[src/rtl/position_pid_controller_defines.svh]
// Assertion macros for the position PID controller.
`ifndef POSITION_PID_CONTROLLER_DEFINES_SVH
`define POSITION_PID_CONTROLLER_DEFINES_SVH
`ifndef NO_ASSERTIONS
`define PPC_ASSERT_IMPLY(label, clk, rst_n, ante, cons) \
  label: assert property (@(posedge clk) disable iff (!rst_n) (ante) |-> (cons)) \
    else $error("position_pid_controller: same-cycle check failed");
`define PPC_ASSERT_NEXT(label, clk, rst_n, ante, cons) \
  label: assert property (@(posedge clk) disable iff (!rst_n) (ante) |=> (cons)) \
    else $error("position_pid_controller: next-cycle check failed");
`else
`define PPC_ASSERT_IMPLY(label, clk, rst_n, ante, cons)
`define PPC_ASSERT_NEXT(label, clk, rst_n, ante, cons)
`endif
`endif

[src/rtl/ppc_pkg.sv]
package ppc_pkg;

  localparam int DATA_W   = 32;
  localparam int LIM_W    = 31;
  localparam int TORQUE_W = 16;
  localparam int CFG_AW   = 3;

  localparam int FRAC_BITS = 16;
  localparam longint ONE_Q = longint'(1) << FRAC_BITS;

  localparam int MUL_W = DATA_W + 1;
  localparam int CNT_W = $clog2(MUL_W);
  localparam int ACC_W = 2 * MUL_W;

  localparam logic [MUL_W-1:0] LAMBDA_B = MUL_W'((ONE_Q * 5 + 50) / 100);
  localparam logic [MUL_W-1:0] KEEP_B   = MUL_W'(ONE_Q - (ONE_Q * 5 + 50) / 100);

  localparam logic [CFG_AW-1:0] REG_ENC_OFFSET = 3'd0;
  localparam logic [CFG_AW-1:0] REG_POS_SCALE  = 3'd1;
  localparam logic [CFG_AW-1:0] REG_POS_OFFSET = 3'd2;
  localparam logic [CFG_AW-1:0] REG_P_GAIN     = 3'd3;
  localparam logic [CFG_AW-1:0] REG_D_GAIN     = 3'd4;
  localparam logic [CFG_AW-1:0] REG_I_GAIN     = 3'd5;
  localparam logic [CFG_AW-1:0] REG_INT_LIMIT  = 3'd6;

  typedef enum logic [2:0] {
    ST_IDLE,
    ST_MUL,
    ST_ADD,
    ST_POS,
    ST_ERR,
    ST_RAW,
    ST_FILT,
    ST_DONE
  } state_t;

  typedef enum logic [2:0] {
    OP_POS,
    OP_FILT_A,
    OP_FILT_B,
    OP_P,
    OP_D,
    OP_I
  } op_t;

  function automatic logic signed [MUL_W-1:0] sext_mul(input logic signed [DATA_W-1:0] v);
    return {v[DATA_W-1], v};
  endfunction

  function automatic logic signed [ACC_W-1:0] sext_acc(input logic signed [DATA_W-1:0] v);
    return {{(ACC_W-DATA_W){v[DATA_W-1]}}, v};
  endfunction

  function automatic logic signed [DATA_W-1:0] sat_data(input logic signed [ACC_W-1:0] v);
    logic fits;
    fits = (&v[ACC_W-1:DATA_W-1]) | ~(|v[ACC_W-1:DATA_W-1]);
    if (fits) begin
      return v[DATA_W-1:0];
    end else if (v[ACC_W-1]) begin
      return {1'b1, {(DATA_W-1){1'b0}}};
    end else begin
      return {1'b0, {(DATA_W-1){1'b1}}};
    end
  endfunction

  function automatic logic signed [TORQUE_W-1:0] sat_torque(input logic signed [ACC_W-1:0] v);
    logic fits;
    fits = (&v[ACC_W-1:TORQUE_W-1]) | ~(|v[ACC_W-1:TORQUE_W-1]);
    if (fits) begin
      return v[TORQUE_W-1:0];
    end else if (v[ACC_W-1]) begin
      return {1'b1, {(TORQUE_W-1){1'b0}}};
    end else begin
      return {1'b0, {(TORQUE_W-1){1'b1}}};
    end
  endfunction

endpackage

[src/rtl/position_pid_controller.sv]
// Position PID controller with a low-pass filtered derivative and a clamped integral. Each
// request carries an encoder count, a target position and a feedforward term, and yields one
// torque setpoint together with the position error of that tick. All six products of a tick
// (position scaling, the two filter taps and the three gains) are formed one after another in a
// single shared shift-and-add multiplier that retires one multiplier bit per clock. A new request
// is taken only once the block is idle again, after the result of the last one has moved into the
// output register. A result waiting in the output register does not hold off the next request.
// Configuration registers are written through the plain write port; the user must write them only
// while no request is in flight, as the block itself does not enforce this.
`include "position_pid_controller_defines.svh"

module position_pid_controller (
  input  logic                                   clk,
  input  logic                                   rst_n,
  input  logic                                   in_valid,
  output logic                                   in_stall,
  input  logic signed [ppc_pkg::DATA_W-1:0]      in_encoder_count,
  input  logic signed [ppc_pkg::DATA_W-1:0]      in_target_position,
  input  logic signed [ppc_pkg::DATA_W-1:0]      in_feedforward,
  output logic                                   out_valid,
  input  logic                                   out_stall,
  output logic signed [ppc_pkg::TORQUE_W-1:0]    out_torque_setpoint,
  output logic signed [ppc_pkg::DATA_W-1:0]      out_position_error,
  input  logic                                   cfg_wr_en,
  input  logic [ppc_pkg::CFG_AW-1:0]             cfg_addr,
  input  logic [ppc_pkg::DATA_W-1:0]             cfg_wdata
);
  import ppc_pkg::*;

  state_t state_r, state_nxt;
  op_t    op_r, op_nxt;
  logic [CNT_W-1:0] cnt_r, cnt_nxt;

  logic signed [MUL_W:0]   hi_r, hi_nxt;
  logic [MUL_W-1:0]        lo_r, lo_nxt;
  logic signed [MUL_W-1:0] mcand_r, mcand_nxt;
  logic signed [ACC_W-1:0] acc_r, acc_nxt;

  logic signed [DATA_W-1:0] tgt_r, tgt_nxt;
  logic signed [DATA_W-1:0] ff_r, ff_nxt;
  logic signed [DATA_W-1:0] pos_r, pos_nxt;
  logic signed [DATA_W-1:0] err_r, err_nxt;

  logic signed [DATA_W-1:0] prev_r, prev_nxt;
  logic signed [DATA_W-1:0] filt_r, filt_nxt;
  logic signed [DATA_W-1:0] integ_r, integ_nxt;

  logic signed [DATA_W-1:0] enc_off_r, enc_off_nxt;
  logic signed [DATA_W-1:0] pos_scale_r, pos_scale_nxt;
  logic signed [DATA_W-1:0] pos_off_r, pos_off_nxt;
  logic signed [DATA_W-1:0] p_gain_r, p_gain_nxt;
  logic signed [DATA_W-1:0] d_gain_r, d_gain_nxt;
  logic signed [DATA_W-1:0] i_gain_r, i_gain_nxt;
  logic [LIM_W-1:0]         int_lim_r, int_lim_nxt;

  logic                       out_valid_r, out_valid_nxt;
  logic signed [TORQUE_W-1:0] out_torque_r, out_torque_nxt;
  logic signed [DATA_W-1:0]   out_err_r, out_err_nxt;

  logic                    in_take;
  logic                    out_free;
  logic                    mul_last;
  logic signed [MUL_W:0]   mcand_ext;
  logic signed [MUL_W:0]   addend;
  logic signed [MUL_W:0]   mul_sum;
  logic signed [ACC_W-1:0] prod;
  logic signed [ACC_W-1:0] acc_sum;
  logic signed [ACC_W-1:0] acc_q;
  logic signed [ACC_W-1:0] pos_wide;
  logic signed [ACC_W-1:0] err_wide;
  logic signed [ACC_W-1:0] torque_wide;
  logic                    round_up;
  logic signed [MUL_W-1:0] integ_sum;
  logic signed [MUL_W-1:0] lim_ext;
  logic signed [MUL_W-1:0] neg_lim;

  assign in_stall = (state_r != ST_IDLE);
  assign in_take  = in_valid && !in_stall;
  assign out_free = !out_valid_r || !out_stall;

  assign mul_last  = (cnt_r == CNT_W'(MUL_W - 1));
  assign mcand_ext = {mcand_r[MUL_W-1], mcand_r};
  assign addend    = lo_r[0] ? (mul_last ? -mcand_ext : mcand_ext) : '0;
  assign mul_sum   = hi_r + addend;
  assign prod      = {hi_r[MUL_W-1:0], lo_r};
  assign acc_sum   = acc_r + prod;

  assign acc_q       = acc_r >>> FRAC_BITS;
  assign pos_wide    = acc_q + sext_acc(pos_off_r);
  assign err_wide    = sext_acc(tgt_r) - sext_acc(pos_r);
  assign round_up    = acc_r[ACC_W-1] && (|acc_r[FRAC_BITS-1:0]);
  assign torque_wide = acc_q + {{(ACC_W-1){1'b0}}, round_up};

  assign integ_sum = sext_mul(integ_r) + sext_mul(err_r);
  assign lim_ext   = {2'b00, int_lim_r};
  assign neg_lim   = -lim_ext;

  always_comb begin
    state_nxt      = state_r;
    op_nxt         = op_r;
    cnt_nxt        = cnt_r;
    hi_nxt         = hi_r;
    lo_nxt         = lo_r;
    mcand_nxt      = mcand_r;
    acc_nxt        = acc_r;
    tgt_nxt        = tgt_r;
    ff_nxt         = ff_r;
    pos_nxt        = pos_r;
    err_nxt        = err_r;
    prev_nxt       = prev_r;
    filt_nxt       = filt_r;
    integ_nxt      = integ_r;
    enc_off_nxt    = enc_off_r;
    pos_scale_nxt  = pos_scale_r;
    pos_off_nxt    = pos_off_r;
    p_gain_nxt     = p_gain_r;
    d_gain_nxt     = d_gain_r;
    i_gain_nxt     = i_gain_r;
    int_lim_nxt    = int_lim_r;
    out_valid_nxt  = out_valid_r && out_stall;
    out_torque_nxt = out_torque_r;
    out_err_nxt    = out_err_r;

    if (cfg_wr_en) begin
      unique case (cfg_addr)
        REG_ENC_OFFSET: enc_off_nxt   = cfg_wdata;
        REG_POS_SCALE:  pos_scale_nxt = cfg_wdata;
        REG_POS_OFFSET: pos_off_nxt   = cfg_wdata;
        REG_P_GAIN:     p_gain_nxt    = cfg_wdata;
        REG_D_GAIN:     d_gain_nxt    = cfg_wdata;
        REG_I_GAIN:     i_gain_nxt    = cfg_wdata;
        REG_INT_LIMIT:  int_lim_nxt   = cfg_wdata[LIM_W-1:0];
        default: ;
      endcase
    end

    unique case (state_r)
      ST_IDLE: begin
        if (in_take) begin
          tgt_nxt   = in_target_position;
          ff_nxt    = in_feedforward;
          acc_nxt   = '0;
          mcand_nxt = sext_mul(in_encoder_count) - sext_mul(enc_off_r);
          lo_nxt    = sext_mul(pos_scale_r);
          hi_nxt    = '0;
          cnt_nxt   = '0;
          op_nxt    = OP_POS;
          state_nxt = ST_MUL;
        end
      end
      ST_MUL: begin
        hi_nxt  = {mul_sum[MUL_W], mul_sum[MUL_W:1]};
        lo_nxt  = {mul_sum[0], lo_r[MUL_W-1:1]};
        cnt_nxt = cnt_r + 1'b1;
        if (mul_last) begin
          state_nxt = ST_ADD;
        end
      end
      ST_ADD: begin
        acc_nxt = acc_sum;
        hi_nxt  = '0;
        cnt_nxt = '0;
        unique case (op_r)
          OP_POS:    state_nxt = ST_POS;
          OP_FILT_A: begin
            mcand_nxt = sext_mul(filt_r);
            lo_nxt    = KEEP_B;
            op_nxt    = OP_FILT_B;
            state_nxt = ST_MUL;
          end
          OP_FILT_B: state_nxt = ST_FILT;
          OP_P: begin
            mcand_nxt = sext_mul(filt_r);
            lo_nxt    = sext_mul(d_gain_r);
            op_nxt    = OP_D;
            state_nxt = ST_MUL;
          end
          OP_D: begin
            mcand_nxt = sext_mul(integ_r);
            lo_nxt    = sext_mul(i_gain_r);
            op_nxt    = OP_I;
            state_nxt = ST_MUL;
          end
          OP_I:      state_nxt = ST_DONE;
          default:   state_nxt = ST_IDLE;
        endcase
      end
      ST_POS: begin
        pos_nxt   = sat_data(pos_wide);
        state_nxt = ST_ERR;
      end
      ST_ERR: begin
        err_nxt   = sat_data(err_wide);
        state_nxt = ST_RAW;
      end
      ST_RAW: begin
        prev_nxt = err_r;
        if (integ_sum > lim_ext) begin
          integ_nxt = lim_ext[DATA_W-1:0];
        end else if (integ_sum < neg_lim) begin
          integ_nxt = neg_lim[DATA_W-1:0];
        end else begin
          integ_nxt = integ_sum[DATA_W-1:0];
        end
        acc_nxt   = '0;
        mcand_nxt = sext_mul(err_r) - sext_mul(prev_r);
        lo_nxt    = LAMBDA_B;
        hi_nxt    = '0;
        cnt_nxt   = '0;
        op_nxt    = OP_FILT_A;
        state_nxt = ST_MUL;
      end
      ST_FILT: begin
        filt_nxt  = sat_data(acc_q);
        acc_nxt   = sext_acc(ff_r);
        mcand_nxt = sext_mul(err_r);
        lo_nxt    = sext_mul(p_gain_r);
        hi_nxt    = '0;
        cnt_nxt   = '0;
        op_nxt    = OP_P;
        state_nxt = ST_MUL;
      end
      ST_DONE: begin
        if (out_free) begin
          out_valid_nxt  = 1'b1;
          out_torque_nxt = sat_torque(torque_wide);
          out_err_nxt    = err_r;
          state_nxt      = ST_IDLE;
        end
      end
      default: state_nxt = ST_IDLE;
    endcase
  end

  always_ff @(posedge clk) begin
    if (!rst_n) begin
      state_r     <= ST_IDLE;
      op_r        <= OP_POS;
      cnt_r       <= '0;
      out_valid_r <= 1'b0;
      prev_r      <= '0;
      filt_r      <= '0;
      integ_r     <= '0;
      enc_off_r   <= '0;
      pos_scale_r <= '0;
      pos_off_r   <= '0;
      p_gain_r    <= '0;
      d_gain_r    <= '0;
      i_gain_r    <= '0;
      int_lim_r   <= '0;
    end else begin
      state_r     <= state_nxt;
      op_r        <= op_nxt;
      cnt_r       <= cnt_nxt;
      out_valid_r <= out_valid_nxt;
      prev_r      <= prev_nxt;
      filt_r      <= filt_nxt;
      integ_r     <= integ_nxt;
      enc_off_r   <= enc_off_nxt;
      pos_scale_r <= pos_scale_nxt;
      pos_off_r   <= pos_off_nxt;
      p_gain_r    <= p_gain_nxt;
      d_gain_r    <= d_gain_nxt;
      i_gain_r    <= i_gain_nxt;
      int_lim_r   <= int_lim_nxt;
    end
  end

  always_ff @(posedge clk) begin
    hi_r         <= hi_nxt;
    lo_r         <= lo_nxt;
    mcand_r      <= mcand_nxt;
    acc_r        <= acc_nxt;
    tgt_r        <= tgt_nxt;
    ff_r         <= ff_nxt;
    pos_r        <= pos_nxt;
    err_r        <= err_nxt;
    out_torque_r <= out_torque_nxt;
    out_err_r    <= out_err_nxt;
  end

  assign out_valid           = out_valid_r;
  assign out_torque_setpoint = out_torque_r;
  assign out_position_error  = out_err_r;

  `PPC_ASSERT_NEXT(a_start_scaling, clk, rst_n, in_take, (state_r == ST_MUL) && (op_r == OP_POS) && (cnt_r == '0))
  `PPC_ASSERT_NEXT(a_integral_clamped, clk, rst_n, state_r == ST_RAW, (sext_mul(integ_r) <= lim_ext) && (sext_mul(integ_r) >= neg_lim))
  `PPC_ASSERT_IMPLY(a_result_from_done, clk, rst_n, $rose(out_valid_r), $past(state_r) == ST_DONE)
  `PPC_ASSERT_IMPLY(a_idle_only_between, clk, rst_n, (state_r == ST_MUL) && (op_r == OP_I) && mul_last, !in_take)

endmodule
[config.mk]
export PLATFORM = sky130hd
export DESIGN_NAME = position_pid_controller
export DESIGN_NICKNAME = d
export VERILOG_FILES = /design/src/rtl/ppc_pkg.sv /design/src/rtl/position_pid_controller.sv
export VERILOG_INCLUDE_DIRS = /design/src /design/src/rtl
export SDC_FILE = /design/constraint.sdc
export NUM_CORES = 2
export LEC_CHECK = 0
export BUFFER_PORTS_ARGS = -buffer_cell sky130_fd_sc_hd__buf_2
export CORE_ASPECT_RATIO = 1.2
export CORE_MARGIN = 3
export CORE_UTILIZATION = 50
export CTS_CLUSTER_SIZE = 28
export DETAILED_ROUTE_END_ITERATION = 10
export GPL_ROUTABILITY_DRIVEN = 0
export GPL_TIMING_DRIVEN = 0
export PLACE_DENSITY = 0.69
export SYNTH_ARGS = -nofsm -noshare
export SYNTH_HDL_FRONTEND = slang
export SYNTH_SLANG_ARGS = --single-unit
[constraint.sdc]
create_clock -name clk -period 9 [get_ports clk]
set_input_delay 1.35 -clock clk [delete_from_list [all_inputs] [get_ports clk]]
set_output_delay 1.35 -clock clk [all_outputs]
set_load 0.005 [all_outputs]
==> impl_metrics.csv <==
group,metric,value,unit
die,start_util,50.9,%
worst_setup_path,criticalPathCategory,"flip-flop to flip-flop",
worst_setup_path,cp_data_arrival_time,7.61,ns
clocking,cts_tree,"built",
timing,hold_viol_final,0,
timing,fin_skew,0.0387,ns
drt,drc,0,
worst_setup_path,critPathMaxStageDelay,0.80,ns
timing,fmax,142,MHz
drt,routed_wl,172000,µm
yosys,synth_flop_cell,"edfxtp_1",
power,p_per_area,161,nW/µm²
yosys,synth.most_common_cell,"nand2_1",
timing,period_share,78.2,%
clocking,clk_latency,0.67,ns
final_layout,design.final.nets,6240,
yosys,yosysTopAreaCellShare,22.0,%
die,io_pins,186,
timing,tns,0,ns
drt,ant_nets,0,
global_route,grt_overflow,0,
timing,worst_pin_slew,1.22,ns
drt,drt-initial-drc-count,5506,
die,coreArea,91400,µm²
run_status,outcome,"completed",
die,die_w,284,µm
final_layout,num-fill-cells,8469,
yosys,synth_area_per_cell,8.49,µm²
drt,drtPass1Iterations,6,
worst_setup_path,path_max_fanout,10,
worst_setup_path,cp_data_required_time,9.58,ns
worst_setup_path,crit_family,"compound AO/OA/AOI/OAI gates",
power,leakage,20.2,nW
yosys,synth_edf_count,341,
drt,wl_per_cell,24.4,µm
yosys,ys_ff_latch,673,
yosys,synth.yosys.warnings,0,
worst_hold_path,hp-class,"flip-flop to flip-flop",
global_route,grt_pass1_vias,41003,
global_route,grt-busiest-layer,"met2",
timing,setup_viol,0,
yosys,synth_top_area_cell,"edfxtp_1",
global_route,use_met1,43.1,%
clocking,cts_buffer_depth,3,
drt,vias,44093,
worst_setup_path,path_buf_inv,2,
global_route,grt_use_met3,7.26,%
final_layout,area_growth,11.1,%
yosys,async_flop_share,0,%
power,p_total,0.00834,W
yosys,synth.area.top_cells,"edfxtp_1 22%, dfxtp_1 14%, ha_1 9.2%",
worst_setup_path,start_kind,"flip-flop",
final_layout,drive_gt1_share,7.79,%
timing,slew_headroom,18.6,%
placement,io_buffers,184,
global_route,grt_max_degree,67,
power,ir_worst_vdd,0.189,mV
yosys,yosysUniqueCellTypes,115,
global_route,grt_first_pass_wirelength,253000,µm
yosys,synthCells,5484,
timing,slew_viol_final,0,
global_route,gr-usage-met2,52.3,%
flow_run,max-cap-violations,0,
die,fp-row-count,121,
clocking,ctsHoldBuffers,0,
clocking,path_clk_slew,0.07,ns
clocking,cts-root-buf,"clkbuf_16",
die,die_area,96800,µm²
clocking,htree_levels,3,
timing,rsz0062_at_grt,"false",
final_layout,regArea,16900,µm²
placement,place_area,49200,µm²
yosys,syn_nets,5971,
global_route,antenna_found_initial,11,
timing,finalCriticalPeriod,7.04,ns
yosys,netlist_area,46500,µm²
worst_setup_path,path_cells,"ha_1 -> fa_1 -> a21o_1 -> a21oi_1 -> o21a_1 -> o22ai_1 -> a211o_1 -> a221o_1 -> a221o_1 -> a21oi_1 -> xnor2_1 -> ha_1 -> nand2_1 -> nor3_1 -> o211ai_1 -> a21oi_1 -> clkbuf_1 -> buf_1 -> nand2_1 -> o21ai_0 -> mux2i_1 -> o21ai_0",
worst_setup_path,crit_top_cell,"a21oi_1",
placement,post-dp-hpwl,134000,µm
die,dieHeight,340,µm
clocking,cts_resized,0,
yosys,seq_area_frac_synth,36.3,%
worst_setup_path,endpoint_kind,"flip-flop",
clocking,cts_num_sinks,673,
final_layout,multiInputGateArea,27800,µm²
clocking,post_cts_buffers,0,
final_layout,design_area,51700,µm²
global_route,grt_use_total,34.4,%
yosys,synthTopCellsByCount,"875 x nand2_1, 437 x a21oi_1, 360 x nor2_1",
worst_setup_path,critPathSlowestCell,"a21oi_1",
drt,vias_per_cell,6.25,
clocking,cts_buffers,74,
-- report_power, final --
group | internal [W] | switching [W]
Clock | 0.00178 | 0.00139
Combinational | 0.000618 | 0.00104
Sequential | 0.00337 | 0.000144
-- worst register-to-register path, cell delays in order (launching register included) --
cell	delay, ns
edfxtp_1	0.69
ha_1	0.40
fa_1	0.42
a21o_1	0.18
a21oi_1	0.33
o21a_1	0.25
o22ai_1	0.20
a211o_1	0.33
a221o_1	0.34
a221o_1	0.32
a21oi_1	0.18
xnor2_1	0.18
ha_1	0.34
nand2_1	0.08
nor3_1	0.24
o211ai_1	0.15
a21oi_1	0.80
clkbuf_1	0.49
buf_1	0.56
nand2_1	0.10
o21ai_0	0.09
mux2i_1	0.13
o21ai_0	0.17
-- logic make-up (layout without fill, tap and decap cells) --
family	after synthesis	in the layout	synth area share (%)
xor+xnor	298	298	5.61
simple gates	1880	1880	18.6
other cells	0	8	0
compound gates	1722	1722	24.3
buf+inv	491	822	4.15
mux	59	59	1.28
flops	673	673	36.3
fa+ha+maj	361	361	9.77
-- path summary, 6_finish.rpt --
path	start	to	slack, ns	cells after the start
hold reg to reg	p_gain_r[11]	p_gain_r[11]	0.46	2
setup / recovery	err_r[0]	integ_r[12]	1.96	22
setup reg to reg	err_r[0]	integ_r[12]	1.96	22
hold / removal	p_gain_r[11]	p_gain_r[11]	0.46	2
-- layout by cell type, fill, tap and decap left out, drive strengths merged, types with 51 or more instances in the layout --
master  netlist  final
nor3        103    103
a31oi        55     55
xor2        121    121
nor2        361    361
mux2i        56     56
o21ai       383    383
dfxtp       332    332
edfxtp      341    341
buf          40    233
nand2       875    875
nand3       122    122
nand4        68     68
xnor2       177    177
and2         51     51
clkbuf      231    325
nand2b       51     51
nor2b        55     55
a21o        185    185
ha          344    344
inv         219    227
a21boi      276    276
a21oi       441    441
-- flip-flops by register name, summed over array words and instances (netlist names), 3 cells and up --
register / flops
hi_r: 33
d_gain_r: 32
mcand_r: 33
out_torque_setpoint: 16
prev_r: 32
acc_r: 66
err_r: 32
tgt_r: 32
pos_r: 32
enc_off_r: 32
cnt_r: 6
out_position_error: 32
ff_r: 32
pos_off_r: 32
integ_r: 32
pos_scale_r: 32
p_gain_r: 32
op_r: 3
filt_r: 32
i_gain_r: 32
int_lim_r: 31
state_r: 3
lo_r: 33
-- metrics by stage --
step           util, %  cells  setup WS (ns)  hold slack [ns]
2_1_floorplan        -   5484           2.47            0.440
3_3_place_gp      53.6   6898          -1.21            0.449
3_5_place_dp      53.8   6906           2.28            0.454
4_1_cts           56.5   7044           2.20            0.462
5_1_grt           56.5   7045           1.68            0.477
6_report          56.6   7053           1.96            0.460
-- layout make-up --
| class | instances | area share, % |
|---|---|---|
| multi-input combinational | 4320 | 53.7 |
| sequential | 673 | 32.7 |
| clock buffer | 94 | 3.95 |
| tap | 1230 | 2.98 |
| buffer | 271 | 2.14 |
| timing repair buffer | 193 | 2.09 |
| inverter | 220 | 1.60 |
| clock inverter | 44 | 0.861 |
| antenna | 8 | 0.0387 |
-- metal layers --
layer / up-vias / wire, µm
li1: 20392 / -
met1: 20706 / 65600
met2: 2412 / 73100
met3: 577 / 18700
met4: 6 / 15000
met5: - / 32
(Power assumes the default switching activity.)
